<file path="config.mk">
export PLATFORM = sky130hd
export DESIGN_NAME = audio_beat_intensity_tracker
export DESIGN_NICKNAME = d
export VERILOG_FILES = /design/src/design/abit_pkg.sv /design/src/design/abit_div.sv /design/src/design/abit_ctrl.sv /design/src/design/abit_dp.sv /design/src/design/audio_beat_intensity_tracker.sv
export VERILOG_INCLUDE_DIRS = /design/src /design/src/design
export SDC_FILE = /design/constraint.sdc
export NUM_CORES = 2
export LEC_CHECK = 0
export BUFFER_PORTS_ARGS = -buffer_cell sky130_fd_sc_hd__buf_2
export CORE_MARGIN = 4
export CORE_UTILIZATION = 30
export DETAILED_ROUTE_END_ITERATION = 7
export SKIP_LAST_GASP = 1
export SYNTH_ARGS = -nofsm -noshare
export SYNTH_HDL_FRONTEND = slang
export SYNTH_SLANG_ARGS = --single-unit
</file>
<file path="constraint.sdc">
create_clock -name clk -period 7.9 [get_ports clk]
set_input_delay 1.185 -clock clk [delete_from_list [all_inputs] [get_ports clk]]
set_output_delay 1.185 -clock clk [all_outputs]
set_load 0.03 [all_outputs]
</file>
<file path="src/design/assert_macros.svh">
// Assertion macros shared by the beat and intensity tracker modules.
`ifndef ASSERT_MACROS_SVH
`define ASSERT_MACROS_SVH

// A property that must hold at every clock edge outside reset.
`define ABIT_ASSERT(name, clk, rst_n, prop) \
	name: assert property (@(posedge clk) disable iff (!rst_n) (prop)) \
		else $error("abit assertion failed");

// A condition in one cycle that implies another in the next cycle.
`define ABIT_ASSERT_NEXT(name, clk, rst_n, ante, cons) \
	name: assert property (@(posedge clk) disable iff (!rst_n) (ante) |=> (cons)) \
		else $error("abit assertion failed");

`endif

</file>
<file path="src/design/abit_pkg.sv">
// Types and constants shared by the beat and intensity tracker modules.
`default_nettype none

package abit_pkg;

	localparam int AMP_W    = 24;
	localparam int SUM_W    = 26;
	localparam int VALUE_W  = 30;
	localparam int HIST_W   = 16;
	localparam int LEVEL_W  = 12;
	localparam int INTEN_W  = 16;
	localparam int BOOST_W  = 20;
	localparam int LNUM_W   = 17;
	localparam int SENS_W   = 15;
	localparam int CFG_W    = 16;
	localparam int DVD_W    = 37;
	localparam int DIV_W    = 31;
	localparam int S_DATA_W = 80;
	localparam int M_DATA_W = 56;

	localparam int BDIV_STEPS = 37;
	localparam int IDIV_STEPS = 16;

	localparam logic [SENS_W-1:0]  SENS_MAX  = 15'd25600;
	localparam logic [SENS_W-1:0]  SENS_RST  = 15'd12800;
	localparam logic [LNUM_W-1:0]  LNUM_BASE = 17'd80000;
	localparam logic [HIST_W-1:0]  ONE_Q12   = 16'd4096;
	localparam logic [LEVEL_W-1:0] BEAT_MAX  = 12'd2457;
	localparam logic [13:0]        RECIP5    = 14'd13108;

	localparam logic [0:0] REG_SENSITIVITY = 1'b0;
	localparam logic [0:0] REG_BOOST       = 1'b1;

	typedef enum logic [3:0] {
		S_IDLE,
		S_SCAN,
		S_TEST,
		S_BSTART,
		S_BDIV,
		S_BEAT,
		S_DECAY,
		S_IDIV,
		S_BOOST,
		S_OUT
	} state_t;

	typedef struct packed {
		logic load;
		logic scan;
		logic test;
		logic bstart;
		logic div_step;
		logic beat;
		logic decay;
		logic boost;
		logic out_load;
	} cmd_t;

	typedef struct packed {
		logic hit;
	} status_t;

endpackage

`default_nettype wire

</file>
<file path="src/design/abit_div.sv">
// Restoring divider that produces one quotient bit per cycle while step is high.
`default_nettype none

module abit_div (
	input  wire                         clk,
	input  wire                         start,
	input  wire                         step,
	input  wire  [abit_pkg::DIV_W-1:0] rem_init,
	input  wire  [abit_pkg::DVD_W-1:0] dividend,
	input  wire  [abit_pkg::DIV_W-1:0] divisor,
	output logic [abit_pkg::DVD_W-1:0] quotient
);
	import abit_pkg::*;

	logic [DIV_W-1:0] rem_q;
	logic [DIV_W-1:0] div_q;
	logic [DVD_W-1:0] dvd_q;
	logic [DVD_W-1:0] quo_q;
	logic [DIV_W:0]   trial;
	logic             ge;

	assign trial = {rem_q, dvd_q[DVD_W-1]};
	assign ge    = (trial >= {1'b0, div_q});

	always_ff @(posedge clk) begin
		if (start) begin
			rem_q <= rem_init;
			div_q <= divisor;
			dvd_q <= dividend;
			quo_q <= '0;
		end else if (step) begin
			rem_q <= ge ? DIV_W'(trial - {1'b0, div_q}) : trial[DIV_W-1:0];
			dvd_q <= {dvd_q[DVD_W-2:0], 1'b0};
			quo_q <= {quo_q[DVD_W-2:0], ge};
		end
	end

	assign quotient = quo_q;

endmodule

`default_nettype wire

</file>
<file path="src/design/abit_ctrl.sv">
// Sequencer that steps one item through scan, beat test, divisions and output.
`default_nettype none
`include "assert_macros.svh"

module abit_ctrl #(
	parameter int HISTORY_DEPTH = 8
) (
	input  wire                     clk,
	input  wire                     arst_n,
	input  wire                     s_tvalid,
	output logic                    s_tready,
	output logic                    m_tvalid,
	input  wire                     m_tready,
	input  wire abit_pkg::status_t  status,
	output abit_pkg::cmd_t          cmd
);
	import abit_pkg::*;

	localparam int CNT_MAX = (HISTORY_DEPTH > BDIV_STEPS) ? HISTORY_DEPTH : BDIV_STEPS;
	localparam int CW      = (CNT_MAX > 1) ? $clog2(CNT_MAX) : 1;

	state_t        state_q;
	state_t        state_d;
	logic [CW-1:0] cnt_q;
	logic          out_valid_q;
	logic          out_free;
	logic          cnt_zero;

	assign out_free = !out_valid_q || m_tready;
	assign cnt_zero = (cnt_q == '0);

	always_comb begin
		state_d = state_q;
		unique case (state_q)
			S_IDLE:   if (s_tvalid) state_d = S_SCAN;
			S_SCAN:   if (cnt_zero) state_d = S_TEST;
			S_TEST:   state_d = S_BSTART;
			S_BSTART: state_d = status.hit ? S_BDIV : S_BEAT;
			S_BDIV:   if (cnt_zero) state_d = S_BEAT;
			S_BEAT:   state_d = S_DECAY;
			S_DECAY:  state_d = S_IDIV;
			S_IDIV:   if (cnt_zero) state_d = S_BOOST;
			S_BOOST:  state_d = S_OUT;
			S_OUT:    if (out_free) state_d = S_IDLE;
			default:  state_d = S_IDLE;
		endcase
	end

	always_comb begin
		cmd      = '0;
		s_tready = 1'b0;
		unique case (state_q)
			S_IDLE: begin
				s_tready = 1'b1;
				cmd.load = s_tvalid;
			end
			S_SCAN:   cmd.scan = 1'b1;
			S_TEST:   cmd.test = 1'b1;
			S_BSTART: cmd.bstart = 1'b1;
			S_BDIV:   cmd.div_step = 1'b1;
			S_BEAT:   cmd.beat = 1'b1;
			S_DECAY:  cmd.decay = 1'b1;
			S_IDIV:   cmd.div_step = 1'b1;
			S_BOOST:  cmd.boost = 1'b1;
			S_OUT:    cmd.out_load = out_free;
			default:  cmd = '0;
		endcase
	end

	always_ff @(posedge clk or negedge arst_n) begin
		if (!arst_n) begin
			state_q     <= S_IDLE;
			cnt_q       <= '0;
			out_valid_q <= 1'b0;
		end else begin
			state_q <= state_d;
			if (state_q == S_IDLE) begin
				cnt_q <= CW'(HISTORY_DEPTH - 1);
			end else if (state_q == S_BSTART) begin
				cnt_q <= CW'(BDIV_STEPS - 1);
			end else if (state_q == S_DECAY) begin
				cnt_q <= CW'(IDIV_STEPS - 1);
			end else if (!cnt_zero) begin
				cnt_q <= cnt_q - 1'b1;
			end
			if (cmd.out_load) begin
				out_valid_q <= 1'b1;
			end else if (m_tready) begin
				out_valid_q <= 1'b0;
			end
		end
	end

	assign m_tvalid = out_valid_q;

	`ABIT_ASSERT_NEXT(a_accept_starts_scan, clk, arst_n,
		(state_q == S_IDLE) && s_tvalid, state_q == S_SCAN)
	`ABIT_ASSERT(a_valid_rises_from_out, clk, arst_n,
		$rose(out_valid_q) |-> $past(state_q == S_OUT))
	`ABIT_ASSERT_NEXT(a_bdiv_ends_in_beat, clk, arst_n,
		(state_q == S_BDIV) && cnt_zero, state_q == S_BEAT)

endmodule

`default_nettype wire

</file>
<file path="src/design/abit_dp.sv">
// Datapath: configuration, beat history, beat arithmetic, intensity and output word.
`default_nettype none
`include "assert_macros.svh"

module abit_dp #(
	parameter int HISTORY_DEPTH  = 8,
	parameter int WINDOW_SAMPLES = 512
) (
	input  wire                            clk,
	input  wire                            arst_n,
	input  wire                            cfg_we,
	input  wire  [0:0]                     cfg_index,
	input  wire  [abit_pkg::CFG_W-1:0]    cfg_wdata,
	input  wire  [abit_pkg::S_DATA_W-1:0] s_tdata,
	output logic [abit_pkg::M_DATA_W-1:0] m_tdata,
	input  wire abit_pkg::cmd_t            cmd,
	output abit_pkg::status_t              status
);
	import abit_pkg::*;

	localparam logic [DIV_W-1:0] DEN_BASE = DIV_W'(12288 * WINDOW_SAMPLES);

	logic [SENS_W-1:0]  sens_q;
	logic [CFG_W-1:0]   boost_q;
	logic [LEVEL_W-1:0] store_q;
	logic [HIST_W-1:0]  hist_q [HISTORY_DEPTH];

	logic [VALUE_W-1:0] value_q;
	logic [VALUE_W-1:0] num_q;
	logic [HIST_W-1:0]  min_q;
	logic [VALUE_W-1:0] excess_q;
	logic [LNUM_W-1:0]  lnum_q;
	logic               flag_q;
	logic [13:0]        tri_q;
	logic [INTEN_W-1:0] inten_q;
	logic [27:0]        bprod_q;

	logic [LEVEL_W-1:0] level_q;
	logic               beat_flag_q;
	logic [INTEN_W-1:0] intensity_q;
	logic [BOOST_W-1:0] boosted_q;

	logic [AMP_W-1:0]   amp_bin0;
	logic [AMP_W-1:0]   amp_bin1;
	logic [SUM_W-1:0]   abs_sum;
	logic [AMP_W:0]     amp_sum;
	logic [HIST_W-1:0]  tail;
	logic [SENS_W-1:0]  sens_c;
	logic [37:0]        lhs;
	logic [37:0]        rhs;
	logic [DVD_W-1:0]   bdvd;
	logic [DVD_W-1:0]   quotient;
	logic               div_start;
	logic [DIV_W-1:0]   div_rem;
	logic [DVD_W-1:0]   div_dvd;
	logic [DIV_W-1:0]   div_den;
	logic [HIST_W:0]    raw_sum;
	logic [HIST_W-1:0]  raw;
	logic [12:0]        clip;
	logic [27:0]        dprod;
	logic [24:0]        bsum;

	assign amp_bin0 = s_tdata[23:0];
	assign amp_bin1 = s_tdata[47:24];
	assign abs_sum  = s_tdata[73:48];
	assign amp_sum  = {1'b0, amp_bin0} + {1'b0, amp_bin1};
	assign tail     = hist_q[HISTORY_DEPTH-1];
	assign sens_c   = (sens_q > SENS_MAX) ? SENS_MAX : sens_q;

	assign lhs        = {1'b0, excess_q, 7'b0} + {3'b0, excess_q, 5'b0};
	assign rhs        = {9'b0, lnum_q, 12'b0};
	assign status.hit = (lhs > rhs);

	assign bdvd = {1'b0, excess_q, 6'b0} + {3'b0, excess_q, 4'b0};

	assign div_start = cmd.bstart || cmd.decay;
	assign div_rem   = cmd.decay ? {1'b0, num_q} : '0;
	assign div_dvd   = cmd.decay ? '0 : bdvd;
	assign div_den   = cmd.decay ? DIV_W'({1'b0, num_q} + DEN_BASE)
	                             : {{(DIV_W-LNUM_W){1'b0}}, lnum_q};

	abit_div u_div (
		.clk      (clk),
		.start    (div_start),
		.step     (cmd.div_step),
		.rem_init (div_rem),
		.dividend (div_dvd),
		.divisor  (div_den),
		.quotient (quotient)
	);

	assign raw_sum = {5'b0, store_q} + {1'b0, quotient[HIST_W-1:0]};
	always_comb begin
		if (!flag_q) begin
			raw = {4'b0, store_q};
		end else if ((|quotient[DVD_W-1:HIST_W]) || raw_sum[HIST_W]) begin
			raw = '1;
		end else begin
			raw = raw_sum[HIST_W-1:0];
		end
	end

	assign clip  = (raw > ONE_Q12) ? ONE_Q12[12:0] : raw[12:0];
	assign dprod = tri_q * RECIP5;
	assign bsum  = {9'b0, inten_q} + {1'b0, bprod_q[27:4]};

	always_ff @(posedge clk or negedge arst_n) begin
		if (!arst_n) begin
			sens_q  <= SENS_RST;
			boost_q <= '0;
			store_q <= '0;
			for (int i = 0; i < HISTORY_DEPTH; i++) begin
				hist_q[i] <= '0;
			end
		end else begin
			if (cfg_we) begin
				unique case (cfg_index)
					REG_SENSITIVITY: sens_q <= cfg_wdata[SENS_W-1:0];
					REG_BOOST:       boost_q <= cfg_wdata;
					default:         sens_q <= sens_q;
				endcase
			end
			if (cmd.scan) begin
				hist_q[0] <= tail;
				for (int i = 1; i < HISTORY_DEPTH; i++) begin
					hist_q[i] <= hist_q[i-1];
				end
			end else if (cmd.beat) begin
				hist_q[0] <= raw;
				for (int i = 1; i < HISTORY_DEPTH; i++) begin
					hist_q[i] <= hist_q[i-1];
				end
			end
			if (cmd.decay) begin
				store_q <= dprod[27:16];
			end
		end
	end

	always_ff @(posedge clk) begin
		if (cmd.load) begin
			value_q <= {1'b0, amp_sum, 4'b0} + {2'b0, amp_sum, 3'b0};
			num_q   <= {1'b0, abs_sum, 3'b0} + {4'b0, abs_sum};
			min_q   <= '1;
		end
		if (cmd.scan && (tail < min_q)) begin
			min_q <= tail;
		end
		if (cmd.test) begin
			excess_q <= (value_q > {14'b0, min_q}) ? value_q - {14'b0, min_q} : '0;
			lnum_q   <= LNUM_BASE - ({1'b0, sens_c, 1'b0} + {2'b0, sens_c});
		end
		if (cmd.bstart) begin
			flag_q <= status.hit;
		end
		if (cmd.beat) begin
			tri_q <= {clip, 1'b0} + {1'b0, clip};
		end
		if (cmd.boost) begin
			inten_q <= (|quotient[DVD_W-1:INTEN_W]) ? '1 : quotient[INTEN_W-1:0];
			bprod_q <= store_q * boost_q;
		end
		if (cmd.out_load) begin
			level_q     <= store_q;
			beat_flag_q <= flag_q;
			intensity_q <= inten_q;
			boosted_q   <= (|bsum[24:20]) ? '1 : bsum[BOOST_W-1:0];
		end
	end

	assign m_tdata = {7'b0, boosted_q, intensity_q, beat_flag_q, level_q};

	`ABIT_ASSERT(a_store_in_range, clk, arst_n, store_q <= BEAT_MAX)
	`ABIT_ASSERT_NEXT(a_boost_not_below_intensity, clk, arst_n,
		cmd.out_load, boosted_q >= {4'b0, intensity_q})
	`ABIT_ASSERT_NEXT(a_no_beat_pushes_store, clk, arst_n,
		cmd.beat && !flag_q, hist_q[0] == {4'b0, $past(store_q)})

endmodule

`default_nettype wire

</file>
<file path="src/design/audio_beat_intensity_tracker.sv">
// Top level of the audio beat and intensity tracker.
//
//  Channel  Signals                            Contents
//  s        s_tvalid s_tready s_tdata[79:0]    one analysis step in
//  m        m_tvalid m_tready m_tdata[55:0]    one beat and intensity result out
//  cfg      cfg_we cfg_index cfg_wdata[15:0]   sensitivity and boost registers
//
// A step runs from acceptance through the history scan, the beat test, the beat
// division when a beat is found, the decay and the intensity division until the
// block is ready again. The history scan takes one entry per cycle and the shared
// divider gives one quotient bit per cycle (37 bits for the beat, 16 for intensity).
// A finished word waits in the output register while the next step is taken in;
// the next result waits for that register to be free. Reset clears the history,
// the beat level and the registers to their defaults at once.
`default_nettype none

module audio_beat_intensity_tracker #(
	parameter int HISTORY_DEPTH  = 8,
	parameter int WINDOW_SAMPLES = 512
) (
	input  wire         clk,
	input  wire         arst_n,
	input  wire         s_tvalid,
	output logic        s_tready,
	// amp_bin0[23:0], amp_bin1[47:24], abs_sum[73:48], zero fill
	input  wire  [79:0] s_tdata,
	output logic        m_tvalid,
	input  wire         m_tready,
	// beat_level[11:0], beat_flag[12], intensity_level[28:13],
	// boosted_intensity[48:29], zero fill
	output logic [55:0] m_tdata,
	input  wire         cfg_we,
	input  wire  [0:0]  cfg_index,
	input  wire  [15:0] cfg_wdata
);
	import abit_pkg::*;

	cmd_t    cmd;
	status_t status;

	abit_ctrl #(
		.HISTORY_DEPTH (HISTORY_DEPTH)
	) u_ctrl (
		.clk      (clk),
		.arst_n   (arst_n),
		.s_tvalid (s_tvalid),
		.s_tready (s_tready),
		.m_tvalid (m_tvalid),
		.m_tready (m_tready),
		.status   (status),
		.cmd      (cmd)
	);

	abit_dp #(
		.HISTORY_DEPTH  (HISTORY_DEPTH),
		.WINDOW_SAMPLES (WINDOW_SAMPLES)
	) u_dp (
		.clk       (clk),
		.arst_n    (arst_n),
		.cfg_we    (cfg_we),
		.cfg_index (cfg_index),
		.cfg_wdata (cfg_wdata),
		.s_tdata   (s_tdata),
		.m_tdata   (m_tdata),
		.cmd       (cmd),
		.status    (status)
	);

endmodule

`default_nettype wire
</file>
==> results.toml <==
[outcome]
status = "finished clean"

[setup_path]
critPathCaptureType = "register"
critPathMaxFanout = 21
crit_path_end = "u_dp.tri_q[11]$_DFFE_PP_"
cpPeakStageDelay_ps = 910
crit_top_cell = "a21oi_1"
worstRegToRegCells = 21
arrival_ps = 7200
start_kind = "register"
crit_chain = "ha_1 -> a21oi_1 -> o221ai_1 -> a21oi_1 -> o21ai_1 -> nor3_1 -> a21oi_1 -> o41a_1 -> buf_4 -> a211oi_1 -> ha_1 -> inv_1 -> fa_1 -> and3_1 -> a41o_1 -> o31ai_1 -> o21ai_1 -> a21oi_1 -> o22ai_1 -> nor2_1 -> xor2_1"
rr_endpoint = "u_dp.tri_q[11]$_DFFE_PP_"
rr_startpoint = "u_dp.store_q[9]$_DFFE_PN0P_"
crit_path_top_delay_cell = "dfrtp_1"
required_ps = 8280
reg2reg_slack_ps = 1080
cp-startpoint = "u_dp.store_q[9]$_DFFE_PN0P_"
critPathKind = "reg -> reg"

[clock_tree]
ctsResizeCount = 0
cts_buffers = 60
cts_root_buffer = "clkbuf_16"
tritoncts = "yes"
clkLatencyLatePin_ps = 640
clock_sinks = 538
cts-hold-fix-buffers = 0
htreeDepth = 2
post_cts.repair.setup_buffers = 0
clk_pin_slew_ps = 60
clockBufferDepth = 3

[route]
drtAntennaViolNets = 0
wl_per_cell_microns = 15.47
remaining_drc_errors = 0
detail_route.iter0.violations = 1856
firstDrtPassIters = 7
viasPerCell = 4.824
vias = 28720
routed_wl_microns = 92130

[placement]
portBuffers = 146
gp_congestion = 0.8453
dp_hpwl_microns = 69650

[yosys]
synth_ff_type = "edfxtp_1"
synth_seq_cells = 538
yosysWarnings = 0
synth.distinct_cells = 92
yosys-top-cells-area = "edfxtp_1, ha_1, dfrtp_1"
synth_top_area_cell = "edfxtp_1"
syn_inst = 4041
synth-edff-count = 319
postSynth.asyncResetShare_pct = 33.83
synth.avg_cell_area_sq_um = 9.781
netlist_area_sq_um = 39520
seq_area_frac_synth_pct = 37.64
synth_top_area_share_pct = 24.24

[global_route]
antenna_found_initial = 2
grt_max_degree = 86
first_global_vias = 28050
grt_pass1_wl_microns = 149800
gr-total-overflow = 0
grt.total_usage_pct = 13.24

[timing]
setup_viol = 0
report.final.slew_viol_count = 0
period_share_pct = 86.36
worst_pin_slew_ps = 1149
max_slew_margin_pct = 22.17
fmax_mhz = 146.6
rsz0062_at_grt = "false"
post-route-min-period_ps = 6822
fin_worst_skew_ps = 23.15
setup_tns_ps = 0
hold_viol = 0

[floorplan]
pin_count = 160
core_area_sq_um = 130100
die_h_microns = 371.0
row_count = 132
die_width_microns = 371.0
start_util_pct = 30.37
dieArea_sq_um = 137600

[layout]
drive_above_1_share_pct = 8.458
layout_common_cells = "nand2_1, ha_1, inv_1"
syn2layout_area_growth_pct = 12.09
final_common_cell = "nand2_1"
nNetsFinal = 4854

[min_path]
min_from = "u_dp.hist_q[69]$_DFFE_PN0P_"
holdCritPathClass = "reg -> reg"

[run]
drv_cap = 0
final cells by class:
type	count	area, sq um
Tap cell	1742	2180
Inverter	400	1501
Sequential cell	538	14880
Fill cell	13310	85840
Multi-Input combinational cell	2975	22680
Clock inverter	36	319.1
Antenna cell	3	7.507
Clock buffer	77	1722
Timing Repair Buffer	183	1017
through the flow:
stage	worst slack, ps	instances	cell area (sq um)	hold slack (ps)	util (%)
finish	1078	5954	44300	454.9	34.04
global route	623.2	5951	44300	465.7	34.04
CTS	1271	5951	44300	456.0	34.04
detailed placement	1294	5838	42260	449.6	32.47
global placement	1254	5838	42260	446.2	32.47
floorplan	1603	4047	39550	430.7	-
worst min path at each step:
stage                                         end  slack [ps]  cells after the start
floorplan           u_dp.intensity_q[0]$_DFFE_PP_         430                      0
global placement      u_dp.hist_q[69]$_DFFE_PN0P_         450                      2
detailed placement       u_dp.tail[5]$_DFFE_PN0P_         450                      2
CTS                     u_dp.tail[12]$_DFFE_PN0P_         460                      2
global route            u_dp.tail[12]$_DFFE_PN0P_         470                      2
finish                u_dp.hist_q[53]$_DFFE_PN0P_         450                      2
cells by family (layout without fill, tap and decap cells):
logic type      after synthesis  in the layout  share of synthesized area (%)
compound gates              791            791                          13.29
xor+xnor                    222            222                          4.919
fa+ha+maj                   594            594                          22.53
buf+inv                     534            696                          5.173
flops                       538            538                          37.64
mux                          41             41                          1.130
other cells                   1             10                       0.009488
simple gates               1320           1320                          15.31
synthesized netlist by cell type, types with 13 or more instances:
cell type / number
a211oi_1: 28
a21o_1: 58
a21oi_1: 176
a22o_1: 61
a31oi_1: 26
and2_1: 105
and3_1: 32
clkbuf_1: 114
dfrtp_1: 179
dfxtp_1: 37
edfxtp_1: 319
fa_1: 196
ha_1: 398
inv_1: 399
mux2_2: 29
nand2_1: 635
nand2b_1: 61
nand3_1: 45
nand4_1: 16
nor2_1: 218
nor2b_1: 32
nor3_1: 67
nor4_1: 24
o211ai_1: 28
o21a_1: 50
o21ai_0: 187
o21ai_1: 23
o21bai_1: 16
o31ai_1: 13
or3_1: 38
xnor2_1: 149
xor2_1: 73
layer usage:
metal / global-route usage, % / part of all wire [%] / vias up
met5: 0 / 0 / -
li1: - / - / 14180
met2: 21.46 / 46 / 497
met1: 18.79 / 48 / 13930
met3: 1.849 / 4.2 / 108
met4: 2.937 / 1.9 / 0
state kept, by name (all words and copies together) (netlist names), 17 cells and up:
signal and count:
u_dp.hist_q 112, u_dp.u_div.div_q 31, u_dp.u_div.quotient 37, u_dp.boosted_q 20, u_dp.excess_q 30, u_dp.value_q 27, u_dp.num_q 30, u_dp.lnum_q 17
u_dp.u_div.dvd_q 33, u_dp.bprod_q 24, u_dp.u_div.rem_q 31
worst max-delay path, delay by kind of cell (launching register included):
kind | cells | cell delay [ps]
xor gates and xnor gates | 1 | 70
and+or+nand+nor | 3 | 700
adders and majority gates | 3 | 1100
buffers and inverters | 2 | 260
AOI/OAI and AO/OA | 12 | 3510
DFF | 1 | 910
Power is not shown: default switching activity piles up to over one toggle a cycle in this logic, so the estimate is an artifact.
